### config.mk
export PLATFORM = sky130hd
export DESIGN_NAME = minmax_stretch_quantizer_core
export DESIGN_NICKNAME = d
export VERILOG_FILES = /design/src/hdl/msq_pkg.sv /design/src/hdl/minmax_stretch_quantizer_core.sv
export VERILOG_INCLUDE_DIRS = /design/src /design/src/hdl
export SDC_FILE = /design/constraint.sdc
export NUM_CORES = 1
export LEC_CHECK = 0
export ABC_AREA = 1
export BUFFER_PORTS_ARGS = -buffer_cell sky130_fd_sc_hd__buf_2
export CORE_MARGIN = 2
export CORE_UTILIZATION = 59
export CTS_BUF_LIST = sky130_fd_sc_hd__clkbuf_2
export DETAILED_ROUTE_END_ITERATION = 16
export PLACE_DENSITY = 0.8
export RECOVER_POWER = 25
export SETUP_SLACK_MARGIN = 0.5
export SLEW_MARGIN = 25
export SYNTH_ARGS = -nofsm -noshare
export SYNTH_HDL_FRONTEND = slang
export SYNTH_SLANG_ARGS = --single-unit
### constraint.sdc
create_clock -name clk_i -period 5.5 [get_ports clk_i]
set_input_delay 1.1 -clock clk_i [delete_from_list [all_inputs] [get_ports clk_i]]
set_output_delay 1.1 -clock clk_i [all_outputs]
set_load 0.005 [all_outputs]
### src/hdl/minmax_stretch_quantizer_core_macros.svh
// Assertion macros for the min/max stretch quantizer.
// In synthesis the macros expand to nothing.
`ifndef MINMAX_STRETCH_QUANTIZER_CORE_MACROS_SVH
`define MINMAX_STRETCH_QUANTIZER_CORE_MACROS_SVH

`ifndef SYNTHESIS

`define MSQ_ASSERT(label, prop, msg) \
  label: assert property (@(posedge clk_i) disable iff (!rst_ni) (prop)) else $error(msg);

`define MSQ_ASSERT_IMP(label, ante, cons, msg) \
  `MSQ_ASSERT(label, (ante) |-> (cons), msg)

`else

`define MSQ_ASSERT(label, prop, msg)

`define MSQ_ASSERT_IMP(label, ante, cons, msg)

`endif

`endif

### src/hdl/msq_pkg.sv
package msq_pkg;

  // Default pixel width.
  localparam int PixelBitsDef = 8;

  // Width and reset value of the result_bits register.
  localparam int RbitsW = 4;
  localparam logic [RbitsW-1:0] RbitsRst = 4'd8;

  // Item kinds carried in tuser bit 0.
  localparam logic KindMeasure  = 1'b0;
  localparam logic KindQuantize = 1'b1;

endpackage

### src/hdl/minmax_stretch_quantizer_core.sv
// Channel     Dir  tdata (low bit up)   tuser (low bit up)
// s_axis      in   pixel                kind, first
// m_axis      out  quantized            -
// cfg         in   result_bits          -
//
// A measure beat updates min and max at once when it is taken.
// A quantize beat is taken, then the numerator is set up, then PIXEL_BITS
// restoring division steps run with a serial shift-add multiply by the step
// size, and then the output register is loaded once it is free.
// Pass-through and empty-span beats skip the division.
// Reset gives min all ones, max zero, result_bits 8. A stalled output holds
// the result in the output register while the next input beat is accepted.
`include "minmax_stretch_quantizer_core_macros.svh"

module minmax_stretch_quantizer_core
  import msq_pkg::*;
#(
  parameter int PIXEL_BITS = PixelBitsDef
) (
  input  logic                                  clk_i,
  input  logic                                  rst_ni,
  input  logic                                  cfg_we_i,
  input  logic [RbitsW-1:0]                     cfg_wdata_i,   // result_bits
  input  logic                                  s_axis_tvalid,
  output logic                                  s_axis_tready,
  input  logic [((PIXEL_BITS+7)/8)*8-1:0]       s_axis_tdata,  // pixel
  input  logic [1:0]                            s_axis_tuser,  // kind, first
  output logic                                  m_axis_tvalid,
  input  logic                                  m_axis_tready,
  output logic [((PIXEL_BITS+7)/8)*8-1:0]       m_axis_tdata   // quantized
);

  localparam int P    = PIXEL_BITS;
  localparam int TW   = ((PIXEL_BITS + 7) / 8) * 8;
  localparam int NW   = 2 * P + 1;
  localparam int CntW = $clog2(PIXEL_BITS);
  localparam logic [CntW-1:0] CntLast = CntW'(PIXEL_BITS - 1);

  typedef enum logic [3:0] {
    ST_IDLE   = 4'b0001,
    ST_LOAD   = 4'b0010,
    ST_DIVIDE = 4'b0100,
    ST_EMIT   = 4'b1000
  } state_e;

  state_e            state_q, state_d;
  logic [RbitsW-1:0] rbits_q;
  logic [P-1:0]      fmin_q, fmax_q, fmin_d, fmax_d;
  logic [P-1:0]      pix_q;
  logic [P:0]        rem_q, rem_d;
  logic [P:0]        div_q, div_d;
  logic [P-1:0]      nlo_q, nlo_d;
  logic [P-1:0]      step_q, step_d;
  logic [P-1:0]      acc_q, acc_d;
  logic [CntW-1:0]   cnt_q, cnt_d;
  logic              mvalid_q, mvalid_d;
  logic [P-1:0]      mdata_q, mdata_d;

  logic         in_fire, out_fire, out_free;
  logic         in_kind, in_first;
  logic [P-1:0] in_pix;
  logic         pass, empty;
  logic [P-1:0] pclamp, span, offs;
  logic [2*P-1:0] dsh, lm1d;
  logic [NW-1:0]  num;
  logic [P+1:0]   cand;
  logic [P+2:0]   diff;
  logic           qbit;

  assign in_kind  = s_axis_tuser[0];
  assign in_first = s_axis_tuser[1];
  assign in_pix   = s_axis_tdata[P-1:0];

  assign s_axis_tready = (state_q == ST_IDLE);
  assign in_fire       = s_axis_tvalid && s_axis_tready;
  assign out_fire      = mvalid_q && m_axis_tready;
  assign out_free      = !mvalid_q || m_axis_tready;

  // Numerator of the rounded quotient: 2*(L-1)*d + span, with (L-1)*d as a shift and subtract.
  assign pass   = (32'(rbits_q) >= 32'(PIXEL_BITS));
  assign empty  = (fmax_q <= fmin_q);
  assign pclamp = (pix_q < fmin_q) ? fmin_q : ((pix_q > fmax_q) ? fmax_q : pix_q);
  assign span   = fmax_q - fmin_q;
  assign offs   = pclamp - fmin_q;
  assign dsh    = {{P{1'b0}}, offs} << rbits_q;
  assign lm1d   = dsh - {{P{1'b0}}, offs};
  assign num    = {lm1d, 1'b0} + {{(P+1){1'b0}}, span};

  // One restoring division step against 2*span.
  assign cand = {rem_q, nlo_q[P-1]};
  assign diff = {1'b0, cand} - {2'b00, div_q};
  assign qbit = !diff[P+2];

  always_comb begin
    state_d  = state_q;
    fmin_d   = fmin_q;
    fmax_d   = fmax_q;
    rem_d    = rem_q;
    div_d    = div_q;
    nlo_d    = nlo_q;
    step_d   = step_q;
    acc_d    = acc_q;
    cnt_d    = cnt_q;
    mvalid_d = mvalid_q;
    mdata_d  = mdata_q;

    if (out_fire) begin
      mvalid_d = 1'b0;
    end

    unique case (state_q)
      ST_IDLE: begin
        if (in_fire) begin
          if (in_kind == KindMeasure) begin
            if (in_first) begin
              fmin_d = in_pix;
              fmax_d = in_pix;
            end else begin
              if (in_pix < fmin_q) fmin_d = in_pix;
              if (in_pix > fmax_q) fmax_d = in_pix;
            end
          end else begin
            state_d = ST_LOAD;
          end
        end
      end
      ST_LOAD: begin
        if (pass) begin
          acc_d   = pix_q;
          state_d = ST_EMIT;
        end else if (empty) begin
          acc_d   = '0;
          state_d = ST_EMIT;
        end else begin
          rem_d   = num[NW-1:P];
          nlo_d   = num[P-1:0];
          div_d   = {span, 1'b0};
          step_d  = fmax_q >> rbits_q;
          acc_d   = '0;
          cnt_d   = CntLast;
          state_d = ST_DIVIDE;
        end
      end
      ST_DIVIDE: begin
        rem_d = qbit ? diff[P:0] : cand[P:0];
        nlo_d = {nlo_q[P-2:0], 1'b0};
        // Quotient bits arrive MSB first, so the product builds up by shift and add.
        acc_d = {acc_q[P-2:0], 1'b0} + (qbit ? step_q : '0);
        cnt_d = cnt_q - 1'b1;
        if (cnt_q == '0) begin
          state_d = ST_EMIT;
        end
      end
      ST_EMIT: begin
        if (out_free) begin
          mvalid_d = 1'b1;
          mdata_d  = acc_q;
          state_d  = ST_IDLE;
        end
      end
      default: state_d = ST_IDLE;
    endcase
  end

  always_ff @(posedge clk_i or negedge rst_ni) begin
    if (!rst_ni) begin
      state_q  <= ST_IDLE;
      rbits_q  <= RbitsRst;
      fmin_q   <= '1;
      fmax_q   <= '0;
      mvalid_q <= 1'b0;
    end else begin
      state_q  <= state_d;
      fmin_q   <= fmin_d;
      fmax_q   <= fmax_d;
      mvalid_q <= mvalid_d;
      if (cfg_we_i) begin
        rbits_q <= cfg_wdata_i;
      end
    end
  end

  always_ff @(posedge clk_i) begin
    if (in_fire) begin
      pix_q <= in_pix;
    end
    rem_q   <= rem_d;
    div_q   <= div_d;
    nlo_q   <= nlo_d;
    step_q  <= step_d;
    acc_q   <= acc_d;
    cnt_q   <= cnt_d;
    mdata_q <= mdata_d;
  end

  assign m_axis_tvalid = mvalid_q;
  assign m_axis_tdata  = TW'(mdata_q);

  `MSQ_ASSERT_IMP(a_quant_to_load, in_fire && (in_kind == KindQuantize),
                  ##1 (state_q == ST_LOAD), "quantize beat did not start setup")
  `MSQ_ASSERT_IMP(a_first_restarts, in_fire && (in_kind == KindMeasure) && in_first,
                  ##1 (fmin_q == fmax_q), "first beat did not restart min and max")
  `MSQ_ASSERT_IMP(a_rem_below_div, state_q == ST_DIVIDE, rem_q < div_q,
                  "division remainder out of range")
  `MSQ_ASSERT_IMP(a_div_runs, (state_q == ST_DIVIDE) && (cnt_q != '0),
                  ##1 (state_q == ST_DIVIDE), "division ended early")

endmodule
**Word-level counts from Yosys, hierarchy flattened**

Index checks and enable logic that the tools add are counted.

- Output and inout bits: 10
- Input bits: 19
- Register bits after elaboration: 85

- Bitwise logic cells: 3
- Shift operators: 2
- $lt $le $gt $ge: 6
- Muxes and demuxes: 29
- $add $sub $neg: 7
- Reduce and logical (&&, ||, !) cells: 14
- Eq/ne operators: 10

Operators by type and width:

| kind | count |
|---|---|
| 8-bit 2-to-1 mux | 10 |
| 8-bit one-hot mux with 2 select lines | 2 |
| 9-bit 2-to-1 mux | 3 |
| 4-bit 2-to-1 mux | 6 |
| 9-bit one-hot mux with 2 select lines | 1 |
| 17-bit by 8-bit adder with 17-bit output | 1 |
| 8-bit > comparator | 2 |
| 8-bit < comparator | 2 |
| 4-bit one-hot mux with 4 select lines | 1 |
| 8-bit by 4-bit left shift with 16-bit output | 1 |
| 16-bit by 8-bit subtractor with 16-bit output | 1 |
| 8-bit subtractor | 2 |
| 4-bit AND reduction | 3 |
| 10-bit by 9-bit subtractor with 11-bit output | 1 |
| 8-bit adder | 1 |
| 8-bit less-or-equal comparator | 1 |
| 2-bit != test (second input constant) | 4 |
| 8-bit by 4-bit >> shifter with 8-bit output | 1 |
| 3-bit 2-to-1 mux | 2 |
| 3-bit one-hot mux with 2 select lines | 1 |
| 3-bit AND reduction | 2 |
| 2-bit nonzero test | 3 |
| 4-bit by 1-bit == test with 1-bit output (second input constant) | 1 |
| 4-bit by 2-bit == test with 1-bit output (second input constant) | 1 |
| other kinds (12) | 18 |

**Depth between registers and ports, before layout**

Gate-level depths: netlist of the first run.

- Depth after elaboration: 10
- Mapped depth: 47
- Gate-level depth less buffers: 46

**Least setup slack after synthesis of the first run**

No wires, ideal clock.

- Path kind: reg2reg
- From: reg fmin_q[1]
- To: reg rem_q[7], data pin
- Clock period less this slack: 5.950 ns
- Path buffers: 1
- Stages on the path, launching flop included: 38
- Setup time: 0.260 ns
- Arrival time: 5.690 ns
- Setup slack: -0.450 ns
- Path through: dfstp_2 inv_1 ha_1 a21oi_1 o21ai_1 nand2_1 o211ai_1 clkbuf_1 o211ai_1 o21ai_0 ha_1 fa_1 inv_1 o21ai_0 o21ai_0 inv_1 nor2_1 ha_1 (+2 left out) xor2_1 ha_1 inv_1 o31ai_1 and2_1 nor2_1 o21ai_0 inv_1 nor2_1 inv_1 a21oi_1 inv_1 nor2_1 nand3_1 nor2_2 nand3_1 nand2_1 o21ai_1

- Cells in the longest elaborated chain, start to end: 9

RTL lines:

| element | line | source |
|---|---|---|
| from (decl) | minmax_stretch_quantizer_core.sv:48 | `logic [P-1:0] fmin_q, fmax_q, fmin_d, fmax_d;` |
| from (signal assigned) | minmax_stretch_quantizer_core.sv:174 | `fmin_q <= fmin_d;` |
| 8-bit < comparator | minmax_stretch_quantizer_core.sv:82 | `assign pclamp = (pix_q < fmin_q) ? fmin_q : ((pix_q > fmax_q) ? fmax_q : pix_q);` |
| 8-bit 2-to-1 mux | minmax_stretch_quantizer_core.sv:82 |  |
| 8-bit subtractor | minmax_stretch_quantizer_core.sv:84 | `assign offs = pclamp - fmin_q;` |
| 8-bit by 4-bit left shift with 16-bit output | minmax_stretch_quantizer_core.sv:85 | `assign dsh = {{P{1'b0}}, offs} << rbits_q;` |
| 16-bit by 8-bit subtractor with 16-bit output | minmax_stretch_quantizer_core.sv:86 | `assign lm1d = dsh - {{P{1'b0}}, offs};` |
| 17-bit by 8-bit adder with 17-bit output (*) | minmax_stretch_quantizer_core.sv:87 | `assign num = {lm1d, 1'b0} + {{(P+1){1'b0}}, span};` |
| 9-bit 2-to-1 mux (*) | minmax_stretch_quantizer_core.sv:131 | `end else if (empty) begin` |
| 9-bit 2-to-1 mux (*) | minmax_stretch_quantizer_core.sv:128 | `if (pass) begin` |
| 9-bit one-hot mux with 2 select lines (*) | minmax_stretch_quantizer_core.sv:111 | `unique case (state_q)` |
| net rem_d[7] | minmax_stretch_quantizer_core.sv:50 | `logic [P:0] rem_q, rem_d;` |
| to (signal assigned) | minmax_stretch_quantizer_core.sv:187 | `rem_q <= rem_d;` |
| to (decl) | minmax_stretch_quantizer_core.sv:50 |  |

Mark *: on every way through the listed nets, which the timed path passes. The rest lies on a longest branch. The select of a mux whose other input is x is not followed.
A chain may end at the register's enable or synchronous reset.

**Worst setup path in the final report of the first run**

- From: reg pix_q[4]
- To: reg rem_q[7], data pin

- Cells in the longest elaborated chain, start to end: 10

RTL lines:

| element | line | source |
|---|---|---|
| from (decl) | minmax_stretch_quantizer_core.sv:49 | `logic [P-1:0] pix_q;` |
| from (signal assigned) | minmax_stretch_quantizer_core.sv:185 | `pix_q <= in_pix;` |
| 8-bit > comparator | minmax_stretch_quantizer_core.sv:82 |  |
| 8-bit 2-to-1 mux | minmax_stretch_quantizer_core.sv:82 |  |
| 8-bit 2-to-1 mux (*) | minmax_stretch_quantizer_core.sv:82 |  |
| 8-bit subtractor (*) | minmax_stretch_quantizer_core.sv:84 |  |
| 8-bit by 4-bit left shift with 16-bit output | minmax_stretch_quantizer_core.sv:85 |  |
| 16-bit by 8-bit subtractor with 16-bit output (*) | minmax_stretch_quantizer_core.sv:86 |  |
| 17-bit by 8-bit adder with 17-bit output (*) | minmax_stretch_quantizer_core.sv:87 |  |
| 9-bit 2-to-1 mux (*) | minmax_stretch_quantizer_core.sv:131 |  |
| 9-bit 2-to-1 mux (*) | minmax_stretch_quantizer_core.sv:128 |  |
| 9-bit one-hot mux with 2 select lines (*) | minmax_stretch_quantizer_core.sv:111 |  |
| net rem_d[7] | minmax_stretch_quantizer_core.sv:50 |  |

Marks and branches as above.

==> results of run 1 <==
## layout make-up
| class | count | share of cell area |
|---|---|---|
| clock inverters | 5 | 0.0104 |
| well taps | 143 | 0.0219 |
| inverters | 142 | 0.0656 |
| flip-flops and latches | 85 | 0.298 |
| clock buffers | 11 | 0.00673 |
| multi-input cells | 629 | 0.503 |
| repair buffers | 113 | 0.0939 |
## Yosys cell counts (7+ instances only)
| library cell | instances | area, sq um |
|---|---|---|
| nand4_1 | 8 | 50.1 |
| dfrtp_1 | 15 | 375 |
| a21oi_1 | 51 | 255 |
| o211ai_1 | 11 | 82.6 |
| xor2_1 | 16 | 140 |
| clkbuf_1 | 13 | 48.8 |
| nor2_1 | 60 | 225 |
| nand2_1 | 192 | 721 |
| nand2_2 | 16 | 100 |
| dfstp_2 | 10 | 263 |
| nand3_2 | 7 | 70.1 |
| nand3_1 | 43 | 215 |
| o21ai_1 | 7 | 35.0 |
| inv_1 | 137 | 514 |
| ha_1 | 76 | 951 |
| edfxtp_1 | 60 | 1800 |
| o21ai_0 | 79 | 395 |
## registers in the layout, summed over array words and instances, names as in the netlist
register       count
nlo_q              8
state_q            4
pix_q              8
fmax_q             8
m_axis_tvalid      1
acc_q              8
step_q             8
div_q              8
rem_q              9
cnt_q              3
fmin_q             8
rbits_q            4
m_axis_tdata       8
## final timing paths
| check | endpoint | slack, ns | cells after the start |
|---|---|---|---|
| max | rem_q[7] | -0.32 | 38 |
| min | m_axis_tdata[7] | 0.46 | 0 |
| max reg2reg | rem_q[7] | -0.32 | 38 |
| min reg2reg | m_axis_tdata[7] | 0.46 | 0 |
| max in group asynchronous | fmax_q[3] | 3.65 | 1 |
| min in group asynchronous | state_q[2] | 0.89 | 1 |
## through the flow
| step | hold slack [ns] | cells |
|---|---|---|
| 2_1_floorplan | 0.400 | 875 |
| 3_3_place_gp | 0.405 | 1080 |
| 3_5_place_dp | 0.413 | 1080 |
| 4_1_cts | 0.465 | 1115 |
| 5_1_grt | 0.487 | 1128 |
| 6_report | 0.462 | 1128 |
## routing by layer
metal	vias up	track usage	share of wire
met3	64	0.0502	0.070
li1	3123	-	-
met2	237	0.455	0.48
met4	0	0.119	0.040
met1	2924	0.355	0.41
met5	-	0	0
## cells by family after synthesis
group,after synthesis,synth area share
flops,85,0.354
compound gates,175,0.142
mux,1,0.00145
xor+xnor,23,0.0303
buf+inv,161,0.0903
fa+ha+maj,82,0.156
simple gates,348,0.226
## critical path, delay by kind of cell (launching register included)
family / cells / cell delay, ns
simple gates: 15 / 1.59
fa+ha+maj: 5 / 1.45
compound gates: 11 / 1.42
flops: 1 / 0.51
xor+xnor: 2 / 0.33
buf+inv: 5 / 0.32
## timing repair
action	CTS	global route
hold buffers	0	0
resized for setup	25	32
buffers inserted	18	13
pin swaps	9	42
cloned	1	0
endpoints found under the hold margin	0	0
setup endpoints to repair	10	11
==> results.md, run 1 <==
- Remaining DRCs: 0
- Place WS: -0.159 ns
- Pins Over Slew Limit: 26
- H-tree Lvls: 3
- Vias after detailed routing: 6348
- Multi-input combinational cell area: ~0.004 sq mm
- Placed Area: 0.00758 sq mm
- Peak per-stage delay on the critical path: just over 0.5 ns
- Crit. Startpoint: pix_q[4]
- Clk Latency, worst-skew pair: 0.61 ns
- Starting Density: 0.603
- Slew @ Worst Pin: 1.70 ns
- CTS clk-pin slew, worst paths: between 0.2 and 0.3 ns
- Clock Path Buffers: 2
- Layout cells sized above 1: 0.236
- Mapped Cells: 875
- Commonest cells after routing, fill and taps aside: 188 x nand2_1, 126 x inv_1, 83 x buf_4, 66 x o21ai_0, 66 x ha_1
- Antenna viol nets, final: 0
- RSZ-0062 raised after global routing: true
- CP endpoint kind: flop
- R2r startpoint: pix_q[4]
- Final min period: 5.82 ns
- Initial antenna violation count: 0
- HP Class: flop to flop
- Post-layout util: 0.716
- Asr flop ratio synth: 0.294
- Ys Warns: 0
- Synthesized net count: 976
- Status: complete, but fails checks
- Total GRT Usage: 0.274
- Max Cap Viol: 1
- Maximum clock rate: 0.172 GHz
- Area of the die: 0.0126 sq mm
- Gr ovfl total: 0
- Crit share post-route: 1.06
- Post-synth EDFFs: 60
- Top FF cell, synth: edfxtp_1
- Root Driver: clkbuf_2
- Failing checks: max-capacitance violations, max-slew violations, negative setup slack
- DIE HEIGHT: 112 microns
- Core area: 0.0114 sq mm
- Die X: 112 microns
- Number of DRC markers in iteration 0: 560
- Critical Path Start Type: flop
- Post-route cell area: 0.00818 sq mm
- Port bufs: 28
- Vias in the first global route: 5805
- Cell Area, Synth: around 0.0069 sq mm
- Vias/cell: 5.63
- Worst Hold Launch: acc_q[7]
- Register area: 0.00244 sq mm
- Final hold violations: 0
- Final setup violating endpoints: 9
- Final Wtd Congestion: 0.957
- Clock skew: approximately 0.034 ns
- Fill count: 865
- Worst EP required: 5.89 ns
- Setup slack after layout: -0.319 ns
- Area delta synth->final: 18.8%
- First-pass GRT wire length: 27.1 mm
- Worst path arrival time: 6.21 ns
- Setup_tns: -2.22 ns
- Final wirelength: approximately 17 mm
- Number of diodes: 0
- Synth unique cells: 52
- WL/cell: around 15 microns
- First-pass iteration count of the detailed router: 8
- Relative slew slack: -0.135
- Critical path fanouts, max: 7
- Core Rows: 39
- CP Class: flop to flop
- Ports: 29
- Pin count of the biggest net entering global routing: 32
- Slowest CP cell: edfxtp_1
- Placed wire-length estimate: 12.7 mm
- Synthesis-stage register bit count: 85
- Register area share after synthesis: 0.354
- Commonest non-fill, non-tap cell in the layout: nand2_1
- Clock buffer count from CTS: 9
- Clock Sinks: 85
- Final net count: 1081
- Synth Area per Inst: 7.87 sq um
- CTS tree: yes
Power of run 1 is left out: the tool's default activity adds up to more than one toggle a clock period on the data nets, which glitch-free logic cannot reach.
==> inputs of run 2 (changes only) <==
Settings changed: CORE_ASPECT_RATIO set to 0.9.
==> results.md, run 2 (synthesis results as in run 1) <==
- Status: complete, but fails checks
- Failing checks: max-capacitance violations, max-slew violations, negative setup slack
- Clock Path Buffers: 2 (unchanged)
- Placed wire-length estimate: 13.0 mm (+2.7%)
- Vias/cell: 5.72 (+1.7%)
- Worst EP required: 6.01 ns (+0.12 ns)
- Root Driver: clkbuf_2
- Final net count: 1107 (+2.4%)
- Critical Path Start Type: flop
- Commonest cells after routing, fill and taps aside: 185 x nand2_1, 129 x inv_1, 106 x buf_4, 68 x ha_1, 67 x o21ai_0
- Initial antenna violation count: 0 (unchanged)
- Placed cell count: 1098 (+1.7%)
- Final Wtd Congestion: 0.898 (-6.1%)
- Clock Sinks: 85 (unchanged)
- Vias in the first global route: 6199 (+6.8%)
- Worst path arrival time: 6.55 ns (+0.34 ns)
- HP Class: flop to flop
- CP Class: flop to flop
- Area delta synth->final: 22.1%
- RSZ-0062 raised after global routing: true
- WL/cell: 16.4 microns (+5.6%)
- Hold depth: 0 (unchanged)
- Number of diodes: 0 (unchanged)
- Post-route cell area: 0.00841 sq mm (+2.8%)
- Crit share post-route: 1.10 (+0.0412)
- R2R Setup Slk: -0.55 ns (-0.23 ns)
- Clk Latency, worst-skew pair: 0.63 ns (+0.02 ns)
- Worst hold slack: 0.463 ns (+0.000750 ns)
- RR Endpoint: rem_q[5]
- Final setup violating endpoints: 10 (+1)
- H-tree Lvls: 3 (unchanged)
- Maximum clock rate: 0.165 GHz (-3.7%)
- Relative slew slack: -0.0971 (+0.0377)
- R2r worst-path depth: 38 (unchanged)
- Top reg by flops: rem_q
- Slew @ Worst Pin: 1.65 ns (-0.0565 ns)
- Die X: 118 microns (+5.2%)
- Worst Hold Launch: acc_q[7]
- Slowest CP cell: edfxtp_1
- Vias after detailed routing: 6677 (+5.2%)
- Commonest non-fill, non-tap cell in the layout: nand2_1
- DIE HEIGHT: 106 microns (-4.9%)
- Register area: 0.00244 sq mm (unchanged)
- Remaining DRCs: 0 (unchanged)
- CP endpoint kind: flop
- Max FFs per register: 9 (unchanged)
- Multi-input combinational cell area: 0.00412 sq mm (unchanged)
- Port bufs: 28 (unchanged)
- Clock buffer count from CTS: 9 (unchanged)
- Peak per-stage delay on the critical path: 0.53 ns (+0.02 ns)
- First-pass iteration count of the detailed router: 6 (-2)
- Pin count of the biggest net entering global routing: 32 (unchanged)
- Total GRT Usage: 0.298 (+0.0237)
- CTS clk-pin slew, worst paths: 0.27 ns (+0.02 ns)
- Max Cap Viol: 1 (unchanged)
- Core Rows: 37 (-5.1%)
- Number of DRC markers in iteration 0: 723 (+29%)
- Non-Filler Instances: 1167 (+3.5%)
- CTS tree: yes
- Clock skew: 0.0344 ns (+0.000189 ns)
- Layout cells sized above 1: 0.256 (+0.0206)
- Final min period: 6.05 ns (+0.227 ns)
- Core area: 0.0114 sq mm (-0.26%)
- First-pass GRT wire length: 29.7 mm (+9.4%)
- Final wirelength: 19.1 mm (+9.3%)
- Setup slack after layout: -0.546 ns (-0.227 ns)
- WHS Endpoint: m_axis_tdata[7]
- Final hold violations: 0 (unchanged)
- Starting Density: 0.605 (+0.00159)
- Antenna viol nets, final: 0 (unchanged)
- Pins Over Slew Limit: 26 (unchanged)
- R2r startpoint: pix_q[3]
- Gr ovfl total: 0 (unchanged)
- Fill count: 789 (-8.8%)
- Most frequent cell on the critical path: o21ai_1
- Critical path fanouts, max: 7 (unchanged)
- Area of the die: 0.0126 sq mm (about the same)
- Ports: 29 (unchanged)
- Placed Area: 0.00764 sq mm (+0.71%)
[run 2: cell types whose count changed in the layout (fill, tap and decap cells not counted), moves of 4 or more]
| cell | previous run | this run |
|---|---|---|
| a21oi_1 | 41 | 45 |
| a21oi_2 | 9 | 5 |
| buf_4 | 83 | 106 |
| buf_6 | 1 | 5 |
| o21ai_1 | 15 | 10 |
| o21ai_2 | 8 | 13 |
[run 2: timing repair]
| item | 4_1_cts | 5_1_grt |
|---|---|---|
| buffers inserted | 41 | 12 |
| setup endpoints to repair | 11 | 13 |
| hold buffers | 0 | 0 |
| gates resized for setup | 28 | 33 |
| pin swaps | 45 | 36 |
| gates cloned | 0 | 0 |
[run 2: critical path, delay by kind of cell (launching register included)]
kind,cells,cell delay [ns]
AO/OA/AOI/OAI,12,1.61
adder cells (fa/ha/maj),4,1.29
AND/OR/NAND/NOR,11,1.15
buffers and inverters,9,0.96
flip-flops,1,0.53
XOR/XNOR,2,0.35
[run 2: routing by layer]
| metal | vias up | track usage | routed length, microns |
|---|---|---|---|
| met5 | - | 0 | 0 |
| met4 | 0 | 0.126 | 816 |
| met3 | 91 | 0.0542 | 1810 |
| met2 | 390 | 0.481 | 8400 |
| met1 | 3024 | 0.396 | 8070 |
| li1 | 3172 | - | - |
[run 2: worst max path at each step]
stage / start / to / slack, ns / cells past startpoint
2_1_floorplan: fmin_q[1] / rem_q[7] / -0.02 / 37
3_3_place_gp: fmin_q[7] / rem_q[7] / -0.1 / 34
3_5_place_dp: fmin_q[7] / rem_q[8] / -0.31 / 34
4_1_cts: fmin_q[3] / rem_q[8] / -0.17 / 36
5_1_grt: pix_q[1] / rem_q[7] / -0.82 / 41
6_report: pix_q[3] / rem_q[5] / -0.55 / 38
[run 2: cell type report]
class,count,area share
multi-input combinational,629,0.489
sequential,85,0.290
timing repair buffer,139,0.117
inverter,142,0.0638
tap,156,0.0232
clock inverter,7,0.0116
clock buffer,9,0.00535
[run 2: through the flow]
stage | setup WS [ns] | TNS (ns) | utilization
after floorplan | -0.0248 | -0.0248 | -
after global placement | -0.0976 | -0.424 | 0.671
after detailed placement | -0.310 | -1.72 | 0.671
after CTS | -0.170 | -0.957 | 0.720
after global routing | -0.822 | -7.01 | 0.739
final | -0.546 | -4.11 | 0.739
Power of run 2 is left out for the same reason.
